### src/hw/rtl/shapr_pkg.sv
package shapr_pkg;

  localparam int unsigned NumWords  = 16;
  localparam int unsigned NumRounds = 17;

  localparam logic [31:0] MaskReset = 32'h0000_8000;

  localparam logic [31:0] RoundK [NumRounds] = '{
    32'h428a2f98, 32'h71374491, 32'hb5c0fbcf, 32'he9b5dba5,
    32'h3956c25b, 32'h59f111f1, 32'h923f82a4, 32'hab1c5ed5,
    32'hd807aa98, 32'h12835b01, 32'h243185be, 32'h550c7dc3,
    32'h72be5d74, 32'h80deb1fe, 32'h9bdc06a7, 32'hc19bf174,
    32'he49b69c1
  };

  localparam logic [31:0] InitHash [8] = '{
    32'h6a09e667, 32'hbb67ae85, 32'h3c6ef372, 32'ha54ff53a,
    32'h510e527f, 32'h9b05688c, 32'h1f83d9ab, 32'h5be0cd19
  };

  function automatic logic [31:0] ror(input logic [31:0] x, input int unsigned n);
    return (x >> n) | (x << (32 - n));
  endfunction

  function automatic logic [31:0] big_s0(input logic [31:0] x);
    return ror(x, 2) ^ ror(x, 13) ^ ror(x, 22);
  endfunction

  function automatic logic [31:0] big_s1(input logic [31:0] x);
    return ror(x, 6) ^ ror(x, 11) ^ ror(x, 25);
  endfunction

  function automatic logic [31:0] small_s0(input logic [31:0] x);
    return ror(x, 7) ^ ror(x, 18) ^ (x >> 3);
  endfunction

  function automatic logic [31:0] small_s1(input logic [31:0] x);
    return ror(x, 17) ^ ror(x, 19) ^ (x >> 10);
  endfunction

  function automatic logic [31:0] choose(input logic [31:0] e, input logic [31:0] f,
                                         input logic [31:0] g);
    return (e & f) ^ (~e & g);
  endfunction

  function automatic logic [31:0] major(input logic [31:0] a, input logic [31:0] b,
                                        input logic [31:0] c);
    return (a & b) ^ (a & c) ^ (b & c);
  endfunction

endpackage

### src/hw/rtl/sha256_paired_round_differential.sv
// Words with index 0 to 14 are stored as they are taken; the block is ready again at once.
// The word at index 15 starts a run: 17 rounds, each a sequence of steps on one shared
// four-operand 32-bit adder. Results then leave one per cycle while the output is not
// stalled. Input is stalled for the whole run and its emission.
// Reset (async, active low) clears the sequencer and the output valid and sets the mask
// to 0x8000; the message stores are not cleared.
module sha256_paired_round_differential (
  input  logic        clk_i,
  input  logic        rst_ni,
  input  logic        cfg_we_i,
  input  logic [31:0] cfg_wdata_i,
  input  logic        in_valid_i,
  output logic        in_stall_o,
  input  logic [31:0] word_value_i,
  input  logic [3:0]  word_index_i,
  output logic        out_valid_o,
  input  logic        out_stall_i,
  output logic [31:0] derived_word_o,
  output logic [3:0]  derived_index_o,
  output logic        is_last_o,
  output logic [31:0] e_difference_o,
  output logic        zero_hit_o
);

  localparam logic [1:0] PhIdle = 2'd0;
  localparam logic [1:0] PhRun  = 2'd1;
  localparam logic [1:0] PhEmit = 2'd2;

  localparam logic [2:0] StSumB    = 3'd0;
  localparam logic [2:0] StSumD    = 3'd1;
  localparam logic [2:0] StWord    = 3'd2;
  localparam logic [2:0] StEBase   = 3'd3;
  localparam logic [2:0] StRndBase = 3'd4;
  localparam logic [2:0] StEDer    = 3'd5;
  localparam logic [2:0] StRndDer  = 3'd6;

  localparam logic [3:0] LastIdx = 4'd15;

  logic [1:0]  phase_q, phase_d;
  logic [2:0]  step_q, step_d;
  logic [4:0]  rnd_q, rnd_d;
  logic [3:0]  emit_q, emit_d;
  logic        out_valid_q, out_valid_d;
  logic [31:0] mask_q, mask_d;

  logic [31:0] base_q  [shapr_pkg::NumWords];
  logic [31:0] deriv_q [shapr_pkg::NumWords];
  logic [31:0] hb_q [8];
  logic [31:0] hd_q [8];
  logic [31:0] pb_q, pd_q, wd_q, en_q, diff_q;

  logic [31:0] out_word_q;
  logic [3:0]  out_index_q;
  logic        out_last_q;
  logic [31:0] out_ediff_q;
  logic        out_zero_q;

  logic        in_accept, start, emit_load, fin;
  logic [3:0]  rnd_idx;
  logic [31:0] bw_r, k_r, new_word;
  logic [31:0] add_a, add_b, add_c, add_d, add_sum;
  logic        add_cin;

  assign in_stall_o = (phase_q != PhIdle);
  assign in_accept  = in_valid_i && !in_stall_o;
  assign start      = in_accept && (word_index_i == LastIdx);
  assign emit_load  = (phase_q == PhEmit) && (!out_valid_q || !out_stall_i);
  assign fin        = rnd_q[4];
  assign rnd_idx    = rnd_q[3:0];
  assign bw_r       = base_q[rnd_idx];
  assign k_r        = shapr_pkg::RoundK[rnd_q];
  assign new_word   = (rnd_q == 5'd0) ? (base_q[0] ^ mask_q) : add_sum;

  always_comb begin
    add_a   = hb_q[3];
    add_b   = hb_q[7];
    add_c   = shapr_pkg::big_s1(hb_q[4]);
    add_d   = shapr_pkg::choose(hb_q[4], hb_q[5], hb_q[6]);
    add_cin = 1'b0;
    unique case (step_q)
      StSumB: begin
      end
      StSumD: begin
        add_a = hd_q[3];
        add_b = hd_q[7];
        add_c = shapr_pkg::big_s1(hd_q[4]);
        add_d = shapr_pkg::choose(hd_q[4], hd_q[5], hd_q[6]);
      end
      StWord: begin
        if (fin) begin
          add_a = shapr_pkg::small_s1(base_q[14]);
          add_b = base_q[9];
          add_c = shapr_pkg::small_s0(base_q[1]);
          add_d = base_q[0];
        end else begin
          add_a   = bw_r;
          add_b   = pb_q;
          add_c   = ~pd_q;
          add_d   = 32'd0;
          add_cin = 1'b1;
        end
      end
      StEBase: begin
        add_a = pb_q;
        add_b = k_r;
        add_c = fin ? wd_q : bw_r;
        add_d = 32'd0;
      end
      StRndBase: begin
        if (fin) begin
          add_a = shapr_pkg::small_s1(deriv_q[14]);
          add_b = deriv_q[9];
          add_c = shapr_pkg::small_s0(deriv_q[1]);
          add_d = deriv_q[0];
        end else begin
          add_a   = en_q;
          add_b   = ~hb_q[3];
          add_c   = shapr_pkg::big_s0(hb_q[0]);
          add_d   = shapr_pkg::major(hb_q[0], hb_q[1], hb_q[2]);
          add_cin = 1'b1;
        end
      end
      StEDer: begin
        add_a = pd_q;
        add_b = k_r;
        add_c = wd_q;
        add_d = 32'd0;
      end
      StRndDer: begin
        if (fin) begin
          add_a   = pd_q;
          add_b   = ~en_q;
          add_c   = 32'd0;
          add_d   = 32'd0;
          add_cin = 1'b1;
        end else begin
          add_a   = en_q;
          add_b   = ~hd_q[3];
          add_c   = shapr_pkg::big_s0(hd_q[0]);
          add_d   = shapr_pkg::major(hd_q[0], hd_q[1], hd_q[2]);
          add_cin = 1'b1;
        end
      end
      default: begin
      end
    endcase
  end

  assign add_sum = add_a + add_b + add_c + add_d + {31'd0, add_cin};

  always_comb begin
    phase_d     = phase_q;
    step_d      = step_q;
    rnd_d       = rnd_q;
    emit_d      = emit_q;
    out_valid_d = out_valid_q;
    mask_d      = cfg_we_i ? cfg_wdata_i : mask_q;
    if (out_valid_q && !out_stall_i) begin
      out_valid_d = 1'b0;
    end
    unique case (phase_q)
      PhIdle: begin
        if (start) begin
          phase_d = PhRun;
          step_d  = StSumB;
          rnd_d   = 5'd0;
        end
      end
      PhRun: begin
        if (step_q == StRndDer) begin
          step_d = StSumB;
          if (fin) begin
            phase_d = PhEmit;
            emit_d  = 4'd0;
          end else begin
            rnd_d = rnd_q + 5'd1;
          end
        end else begin
          step_d = step_q + 3'd1;
        end
      end
      PhEmit: begin
        if (emit_load) begin
          out_valid_d = 1'b1;
          emit_d      = emit_q + 4'd1;
          if (emit_q == LastIdx) begin
            phase_d = PhIdle;
          end
        end
      end
      default: begin
        phase_d = PhIdle;
      end
    endcase
  end

  always_ff @(posedge clk_i or negedge rst_ni) begin
    if (!rst_ni) begin
      phase_q     <= PhIdle;
      step_q      <= StSumB;
      rnd_q       <= 5'd0;
      emit_q      <= 4'd0;
      out_valid_q <= 1'b0;
      mask_q      <= shapr_pkg::MaskReset;
    end else begin
      phase_q     <= phase_d;
      step_q      <= step_d;
      rnd_q       <= rnd_d;
      emit_q      <= emit_d;
      out_valid_q <= out_valid_d;
      mask_q      <= mask_d;
    end
  end

  always_ff @(posedge clk_i) begin
    if (in_accept) begin
      base_q[word_index_i] <= word_value_i;
    end
    if (start) begin
      for (int i = 0; i < 8; i++) begin
        hb_q[i] <= shapr_pkg::InitHash[i];
        hd_q[i] <= shapr_pkg::InitHash[i];
      end
    end
    if (phase_q == PhRun) begin
      unique case (step_q)
        StSumB: pb_q <= add_sum;
        StSumD: pd_q <= add_sum;
        StWord: begin
          if (fin) begin
            wd_q <= add_sum;
          end else begin
            wd_q             <= new_word;
            deriv_q[rnd_idx] <= new_word;
          end
        end
        StEBase: en_q <= add_sum;
        StRndBase: begin
          if (fin) begin
            wd_q <= add_sum;
          end else begin
            hb_q[0] <= add_sum;
            hb_q[1] <= hb_q[0];
            hb_q[2] <= hb_q[1];
            hb_q[3] <= hb_q[2];
            hb_q[4] <= en_q;
            hb_q[5] <= hb_q[4];
            hb_q[6] <= hb_q[5];
            hb_q[7] <= hb_q[6];
          end
        end
        StEDer: begin
          if (fin) begin
            pd_q <= add_sum;
          end else begin
            en_q <= add_sum;
          end
        end
        StRndDer: begin
          if (fin) begin
            diff_q <= add_sum;
          end else begin
            hd_q[0] <= add_sum;
            hd_q[1] <= hd_q[0];
            hd_q[2] <= hd_q[1];
            hd_q[3] <= hd_q[2];
            hd_q[4] <= en_q;
            hd_q[5] <= hd_q[4];
            hd_q[6] <= hd_q[5];
            hd_q[7] <= hd_q[6];
          end
        end
        default: begin
        end
      endcase
    end
    if (emit_load) begin
      out_word_q  <= deriv_q[emit_q];
      out_index_q <= emit_q;
      out_last_q  <= (emit_q == LastIdx);
      out_ediff_q <= (emit_q == LastIdx) ? diff_q : 32'd0;
      out_zero_q  <= (emit_q == LastIdx) && (diff_q == 32'd0);
    end
  end

  assign out_valid_o     = out_valid_q;
  assign derived_word_o  = out_word_q;
  assign derived_index_o = out_index_q;
  assign is_last_o       = out_last_q;
  assign e_difference_o  = out_ediff_q;
  assign zero_hit_o      = out_zero_q;

endmodule

### config.mk
export PLATFORM = sky130hd
export DESIGN_NAME = sha256_paired_round_differential
export DESIGN_NICKNAME = d
export VERILOG_FILES = /design/src/hw/rtl/shapr_pkg.sv /design/src/hw/rtl/sha256_paired_round_differential.sv
export SDC_FILE = /design/constraint.sdc
export NUM_CORES = 2
export LEC_CHECK = 0
export ABC_CLOCK_PERIOD_IN_PS = 22200
export BUFFER_PORTS_ARGS = -buffer_cell sky130_fd_sc_hd__buf_2
export CORE_UTILIZATION = 45
export DETAILED_ROUTE_END_ITERATION = 12
export REMOVE_ABC_BUFFERS = 1
export SETUP_SLACK_MARGIN = 0.3
export SLEW_MARGIN = 20
export SYNTH_ARGS = -nofsm -noshare
export SYNTH_HDL_FRONTEND = slang
export SYNTH_SLANG_ARGS = --single-unit
export TNS_END_PERCENT = 5
### constraint.sdc
create_clock -name clk_i -period 22.2 [get_ports clk_i]
set_input_delay 1.11 -clock clk_i [delete_from_list [all_inputs] [get_ports clk_i]]
set_output_delay 1.11 -clock clk_i [all_outputs]
set_load 0.1 [all_outputs]
### Word-level counts from Yosys, hierarchy flattened

Memories as Yosys holds them, arrays and structs flattened. A register that Yosys moved wholly into a read port is not among the register bits.
Index checks and enable logic that the tools add are counted.

| operators by class | value |
|---|---|
| add/sub/neg operators | 7 |
| magnitude comparators | 1 |
| equal/unequal tests | 19 |
| mux-type cells | 77 |
| bitwise logic cells | 76 |
| reductions and logical operators | 31 |

Operators with widths:

| cell | number |
|---|---|
| $mux W32 | 35 |
| $xor A32 B32 Y32 | 19 |
| $pmux W32 S6 | 2 |
| $and A32 B32 Y32 | 10 |
| $pmux W32 S5 | 2 |
| $not A32 Y32 | 6 |
| $pmux W32 S2 | 3 |
| $add A32 B32 Y32 | 3 |
| $or A10 B32 Y32 | 2 |
| $or A13 B32 Y32 | 2 |
| $or A14 B32 Y32 | 2 |
| $or A15 B32 Y32 | 2 |
| $or A19 B32 Y32 | 2 |
| $or A21 B32 Y32 | 2 |
| $or A25 B32 Y32 | 2 |
| $or A26 B32 Y32 | 2 |
| $or A30 B32 Y32 | 2 |
| $or A7 B32 Y32 | 2 |
| $xor A32 B22 Y32 | 2 |
| $xor A32 B29 Y32 | 2 |
| $add A32 B1 Y32 | 1 |
| $logic_not A32 Y1 | 1 |
| $mux W1 | 17 |
| $ne A2 B2 Y1 const B | 8 |
| 34 further kinds | 80 |

| storage, ports and cells | value |
|---|---|
| register bits | 245 |
| RAM bits | 1536 |
| bits in read-only memories | 1024 |
| bits of input ports | 73 |
| output and inout bits | 72 |
| logic and storage cells | 232 |
| memories | 5 |

Memories:

| memory | depth | bits a word | rd ports | clocked after memory_dff | write ports | line | RTL |
|---|---|---|---|---|---|---|---|
| (no name shown) | 32 | 32 | 1 | 0 | 0 | sha256_paired_round_differential.sv:71 | `assign k_r = shapr_pkg::RoundK[rnd_q];` |
| base_q | 16 | 32 | 5 | 0 | 1 | sha256_paired_round_differential.sv:46 | `logic [31:0] base_q [shapr_pkg::NumWords];` |
| deriv_q | 16 | 32 | 5 | 1 | 1 | sha256_paired_round_differential.sv:47 | `logic [31:0] deriv_q [shapr_pkg::NumWords];` |
| hb_q | 8 | 32 | 8 | 0 | 8 | sha256_paired_round_differential.sv:48 | `logic [31:0] hb_q [8];` |
| hd_q | 8 | 32 | 8 | 0 | 8 | sha256_paired_round_differential.sv:49 | `logic [31:0] hd_q [8];` |

### Longest topological paths before layout

| depth | value |
|---|---|
| depth after elaboration | 12 |
| mapped depth | 30 |
| gate-level depth less buffers | 26 |

### Worst setup path after synthesis

Ideal clock, no wire load.

| timing | value |
|---|---|
| path kind | input to register |
| from | input port in_valid_i |
| to | register rnd_q[3] |
| library setup time | 0.401 ns |
| data arrival time | 8.052 ns |
| data required time | 21.799 ns |
| path slack | 13.747 ns |
| stages | 7 |
| path buffers | 1 |
| cells stage by stage | nand4_1 > or2_2 > clkbuf_1 > inv_1 > nor2_1 > inv_1 > o32ai_1 |

| between the ends | value |
|---|---|
| longest elaborated chain between the ends | 4 |

RTL lines:

| element | line | RTL |
|---|---|---|
| start: declaration | sha256_paired_round_differential.sv:12 | `input logic in_valid_i,` |
| $logic_and A1 B1 Y1 | sha256_paired_round_differential.sv:65 | `assign in_accept = in_valid_i && !in_stall_o;` |
| $logic_and A1 B1 Y1 | sha256_paired_round_differential.sv:66 | `assign start = in_accept && (word_index_i == LastIdx);` |
| named net start | sha256_paired_round_differential.sv:58 | `logic in_accept, start, emit_load, fin;` |
| $ne A2 B2 Y1 (no line) | -- |  |
| $reduce_and A4 Y1 (no line) | -- |  |
| end signal: assignment | sha256_paired_round_differential.sv:208 | `rnd_q <= rnd_d;` |
| end: declaration | sha256_paired_round_differential.sv:41 | `logic [4:0] rnd_q, rnd_d;` |

The timed path passes the listed nets, and every way through them passes these cells.
A chain may end at the register's enable or synchronous reset.

### Worst setup path in the final report

| timing | value |
|---|---|
| from | register step_q[0] |
| to | memory deriv_q[15][11], data pin |

| between the ends | value |
|---|---|
| longest elaborated chain between the ends | 8 |
| elaborated cells between the ends (all ways) | 18 |
| classes of those cells | 4 x add/sub; 6 x eq/ne; 6 x mux; 2 x reduce/logical |

RTL lines:

| element | line | RTL |
|---|---|---|
| start: declaration | sha256_paired_round_differential.sv:40 | `logic [2:0] step_q, step_d;` |
| start signal: assignment | sha256_paired_round_differential.sv:200 | `step_q <= StSumB;` |
| start signal: assignment | sha256_paired_round_differential.sv:207 | `step_q <= step_d;` |
| $eq A3 B3 Y1 / $eq A3 B2 Y1 (equally long branches) | sha256_paired_round_differential.sv:80 | `unique case (step_q)` |
| $reduce_or A2 Y1 (no line) | -- |  |
| $pmux W32 S5 | sha256_paired_round_differential.sv:80 |  |
| $add A32 B32 Y32 (3 in a row) | sha256_paired_round_differential.sv:149 | `assign add_sum = add_a + add_b + add_c + add_d + {31'd0, add_cin};` |
| $add A32 B1 Y32 (*) | sha256_paired_round_differential.sv:149 |  |
| $mux W32 (*) | sha256_paired_round_differential.sv:72 | `assign new_word = (rnd_q == 5'd0) ? (base_q[0] ^ mask_q) : add_sum;` |
| named net new_word[11] | sha256_paired_round_differential.sv:60 | `logic [31:0] bw_r, k_r, new_word;` |
| end: declaration | sha256_paired_round_differential.sv:47 |  |

The timed path passes the listed nets; every way through them passes the cells marked *.

==> flow_summary_export.csv <==
group,metric,value,unit
sta,grt_setup_unrepaired,"false",
route,drc,0,
floorplan,placement_rows,158,
sta,fin_setup_tns,0,ps
synth,synthesis.area,84440,um^2
sta,final_critical_path_time_including_i_o_delays_and_setup,9127,ps
clock_tree,cts.repair_timing.setup_buffer_count,0,
placed_design,routabilityCongestion,1.129,
floorplan,die_area,189400,um^2
setup_path,slowest_stage,"sky130_fd_sc_hd__xor2_1",
route,firstDrtPassIters,8,
synth,netlist-cell-type-count,82,
route,postRouteAntennaNets,0,
clock_tree,max-clock-path-buffers,3,
floorplan,boundaryPins,145,
setup_path,critical_path_class,"reg -> reg",
sta,final_critical_path_setup_slack,13070,ps
route,drt-vias-per-instance,6.466,
placed_design,place_ws,13350,ps
placed_design,place.port_buffers,144,
route,drt_iter0_markers,9405,
synth,yosys.area.top_type,"sky130_fd_sc_hd__edfxtp_1",
sta,worst_slew_slack_as_a_fraction_of_its_limit,8.985,%
synth,async_flop_share,2.592,%
synth,synthFlopType,"sky130_fd_sc_hd__edfxtp_1",
placed_design,half_perimeter_wire_length_of_the_detailed_placement_result,237.8,mm
clock_tree,cts-hold-fix-buffers,0,
clock_tree,clk_sinks,1813,
setup_path,critical_path_start_type,"register",
floorplan,core_area,185800,um^2
clock_tree,clock_edge_transition_at_the_registers_on_the_reported_setup_and_hold_paths,60,ps
setup_path,critical-path-top-cell-by-count,"sky130_fd_sc_hd__fa_1",
route,wirelength_met1,126.5,mm
grt,grt_antenna_before_repair,36,
sta,worstMarginPinSlew,1365,ps
setup_path,crit_path_max_incr_delay,1010,ps
clock_tree,cts_root_buf,"sky130_fd_sc_hd__clkbuf_16",
setup_path,timing.critical_path.cells,"and2_1 -> ha_1 -> inv_1 -> buf_4 -> o21ai_4 -> buf_4 -> o21ai_0 -> a21oi_1 -> o21ai_0 -> o32ai_1 -> fa_1 -> fa_1 -> fa_1 -> nor2b_1 -> o2111ai_1 -> nand2_1 -> a21o_2 -> a21o_1 -> a21o_1 -> a21oi_1 -> xor2_1 -> o21ai_1",
cells_and_area,proportion_of_layout_cells_with_a_drive_suffix_above_1,16.19,%
grt,grt_overflow_total,0,
route,met2RoutedLength,143.9,mm
synth,syn_area_per_cell,14.49,um^2
setup_path,endpoint_kind,"register",
setup_path,maximum_net_fanout_on_the_critical_path,80,
clock_tree,tritoncts_clock_tree,"yes",
grt,grt_use_total,34.91,%
route,via_count,55180,
sta,finClkSkew,49.98,ps
hold_path,classification_of_the_worst_slack_hold_path,"in -> async",
floorplan,dieWidth,435.2,um
synth,synth_seq_cells,1813,
synth,most_frequent_cell_after_synthesis,"sky130_fd_sc_hd__edfxtp_1",
route,wire_per_inst,39.32,um
cells_and_area,synthToLayoutAreaGrowth,11.59,%
synth,synth-seq-area-share,64.20,%
synth,portion_of_synthesized_cell_area_occupied_by_the_leading_cell_type,62.80,%
route,finalWirelength,335.6,mm
flow_run,cap_viol_max_count,0,
floorplan,floorplan.die.height,435.2,um
setup_path,worst_ep_arrival_time,9550,ps
cells_and_area,design.final.nets,6056,
sta,fin_crit_sh,41.11,%
clock_tree,htree_num_levels,4,
sta,hold_violations,0,
sta,slew_viol_final,0,
clock_tree,worstSkewPairLatency,880,ps
sta,fmax,0.1096,GHz
clock_tree,numCtsBuffers,187,
route,met3WireLength,45.71,mm
synth,synth_edf_count,1766,
floorplan,initial_core_util,45.44,%
sta,final-setup-viol-count,0,
synth,ys_warn_count,0,
grt,largest_net_degree_at_the_start_of_global_routing,187,
grt,grt_pass1_wl,449.3,mm
grt,first_global_vias,51610,
outcome,run_status,"finished clean",
setup_path,critPathRequiredTime,22620,ps
synth,synth.top_cells.by_area,"sky130_fd_sc_hd__edfxtp_1 (63%), sky130_fd_sc_hd__mux4_2 (6.0%), sky130_fd_sc_hd__xnor2_1 (4.5%), sky130_fd_sc_hd__mux2i_1 (2.4%), sky130_fd_sc_hd__and2_1 (2.1%)",
synth,synth_commonest_cells,"sky130_fd_sc_hd__edfxtp_1 (1,766), sky130_fd_sc_hd__xnor2_1 (436), sky130_fd_sc_hd__clkbuf_1 (315)",
synth,synth_cells,5826,
clock_tree,cts-resized-gates,0,
route,route.top_layer_used,"met5",
cells in the final DEF (no fill, tap or decap), types with 63 or more instances in the layout:
master	synthesis	layout
sky130_fd_sc_hd__edfxtp_1	1766	1766
sky130_fd_sc_hd__xnor2_1	436	433
sky130_fd_sc_hd__and2_1	278	277
sky130_fd_sc_hd__o21ai_0	304	275
sky130_fd_sc_hd__nand2b_1	263	262
sky130_fd_sc_hd__nand2_1	262	260
sky130_fd_sc_hd__mux4_2	226	226
sky130_fd_sc_hd__a21oi_1	227	223
sky130_fd_sc_hd__nor2_1	237	211
sky130_fd_sc_hd__mux2i_1	201	201
sky130_fd_sc_hd__clkbuf_16	0	191
sky130_fd_sc_hd__buf_2	43	144
sky130_fd_sc_hd__buf_4	5	142
sky130_fd_sc_hd__inv_1	141	137
sky130_fd_sc_hd__xor2_1	109	109
sky130_fd_sc_hd__a221oi_1	109	109
sky130_fd_sc_hd__mux2_2	90	90
sky130_fd_sc_hd__o22ai_1	69	69
sky130_fd_sc_hd__a22oi_1	64	64
sky130_fd_sc_hd__fa_1	63	63
worst max-delay path: cells and delay by family, from the launching register on:
family                     cells  cell delay [ps]
adders and majority gates      4             2060
DFF                            1              760
buffers and inverters          3             1200
AOI/OAI and AO/OA             11             2990
and+or+nand+nor                3              630
xor gates and xnor gates       1             1010
per-layer routing:
metal / GRT usage [%] / up-vias
met1: 46.72 / 28320
met4: 16.98 / 20
li1: - / 22100
met5: 0 / -
met3: 12.34 / 773
met2: 50.48 / 3964
worst paths after layout:
check | startpoint | to | slack [ps] | depth (start not counted)
setup / recovery | step_q[0] | deriv_q[15][11] | 13070 | 22
hold / removal | rst_ni | mask_q[26] | 470 | 2
setup reg to reg | step_q[0] | deriv_q[15][11] | 13070 | 22
hold reg to reg | phase_q[1] | phase_q[0] | 490 | 1
max in group asynchronous | rst_ni | step_q[1] | 20960 | 2
min in group clk_i | cfg_wdata_i[25] | mask_q[25] | 470 | 2
sequential cells by signal, summed over array words and instances (netlist names):
name / count
hb_q: 256
out_valid_o: 1
zero_hit_o: 1
step_q: 3
derived_index_o: 4
e_difference_o: 32
wd_q: 32
emit_q: 4
rnd_q: 5
diff_q: 32
mask_q: 32
phase_q: 2
derived_word_o: 32
en_q: 32
pd_q: 32
deriv_q: 512
is_last_o: 1
pb_q: 32
base_q: 512
hd_q: 256
cells by family (layout without fill, tap and decap cells):
logic type	after synthesis	count (layout)	share of synthesized area [%]
other	0	14	0
xor gates and xnor gates	548	548	5.727
and+or+nand+nor	1184	1184	7.227
AOI/OAI and AO/OA	1056	1056	8.117
muxes	517	517	9.611
DFF	1813	1813	64.20
adders and majority gates	137	137	2.495
buffers and inverters	571	784	2.626
metrics by stage:
step / instances / utilization (%) / hold WS (ps) / area, um^2
global route: 8520 / 50.69 / 457.1 / 94190
CTS: 8519 / 50.65 / 427.7 / 94130
finish: 8533 / 50.71 / 465.6 / 94230
detailed placement: 8169 / 47.47 / 468.9 / 88210
global placement: 8169 / 47.46 / 460.2 / 88190
floorplan: 5396 / - / 435.5 / 82750
cell type report:
type / count / area [um^2]
Clock buffer: 239 / 4960
Clock inverter: 111 / 963.4
Antenna cell: 14 / 35.03
Inverter: 141 / 536.8
Timing Repair Buffer: 293 / 1927
Fill cell: 15820 / 91600
Multi-Input combinational cell: 3442 / 28470
Sequential cell: 1813 / 54230
Tap cell: 2480 / 3103
Power is not shown: default switching activity piles up to over one toggle a cycle in this logic, so the estimate is an artifact.
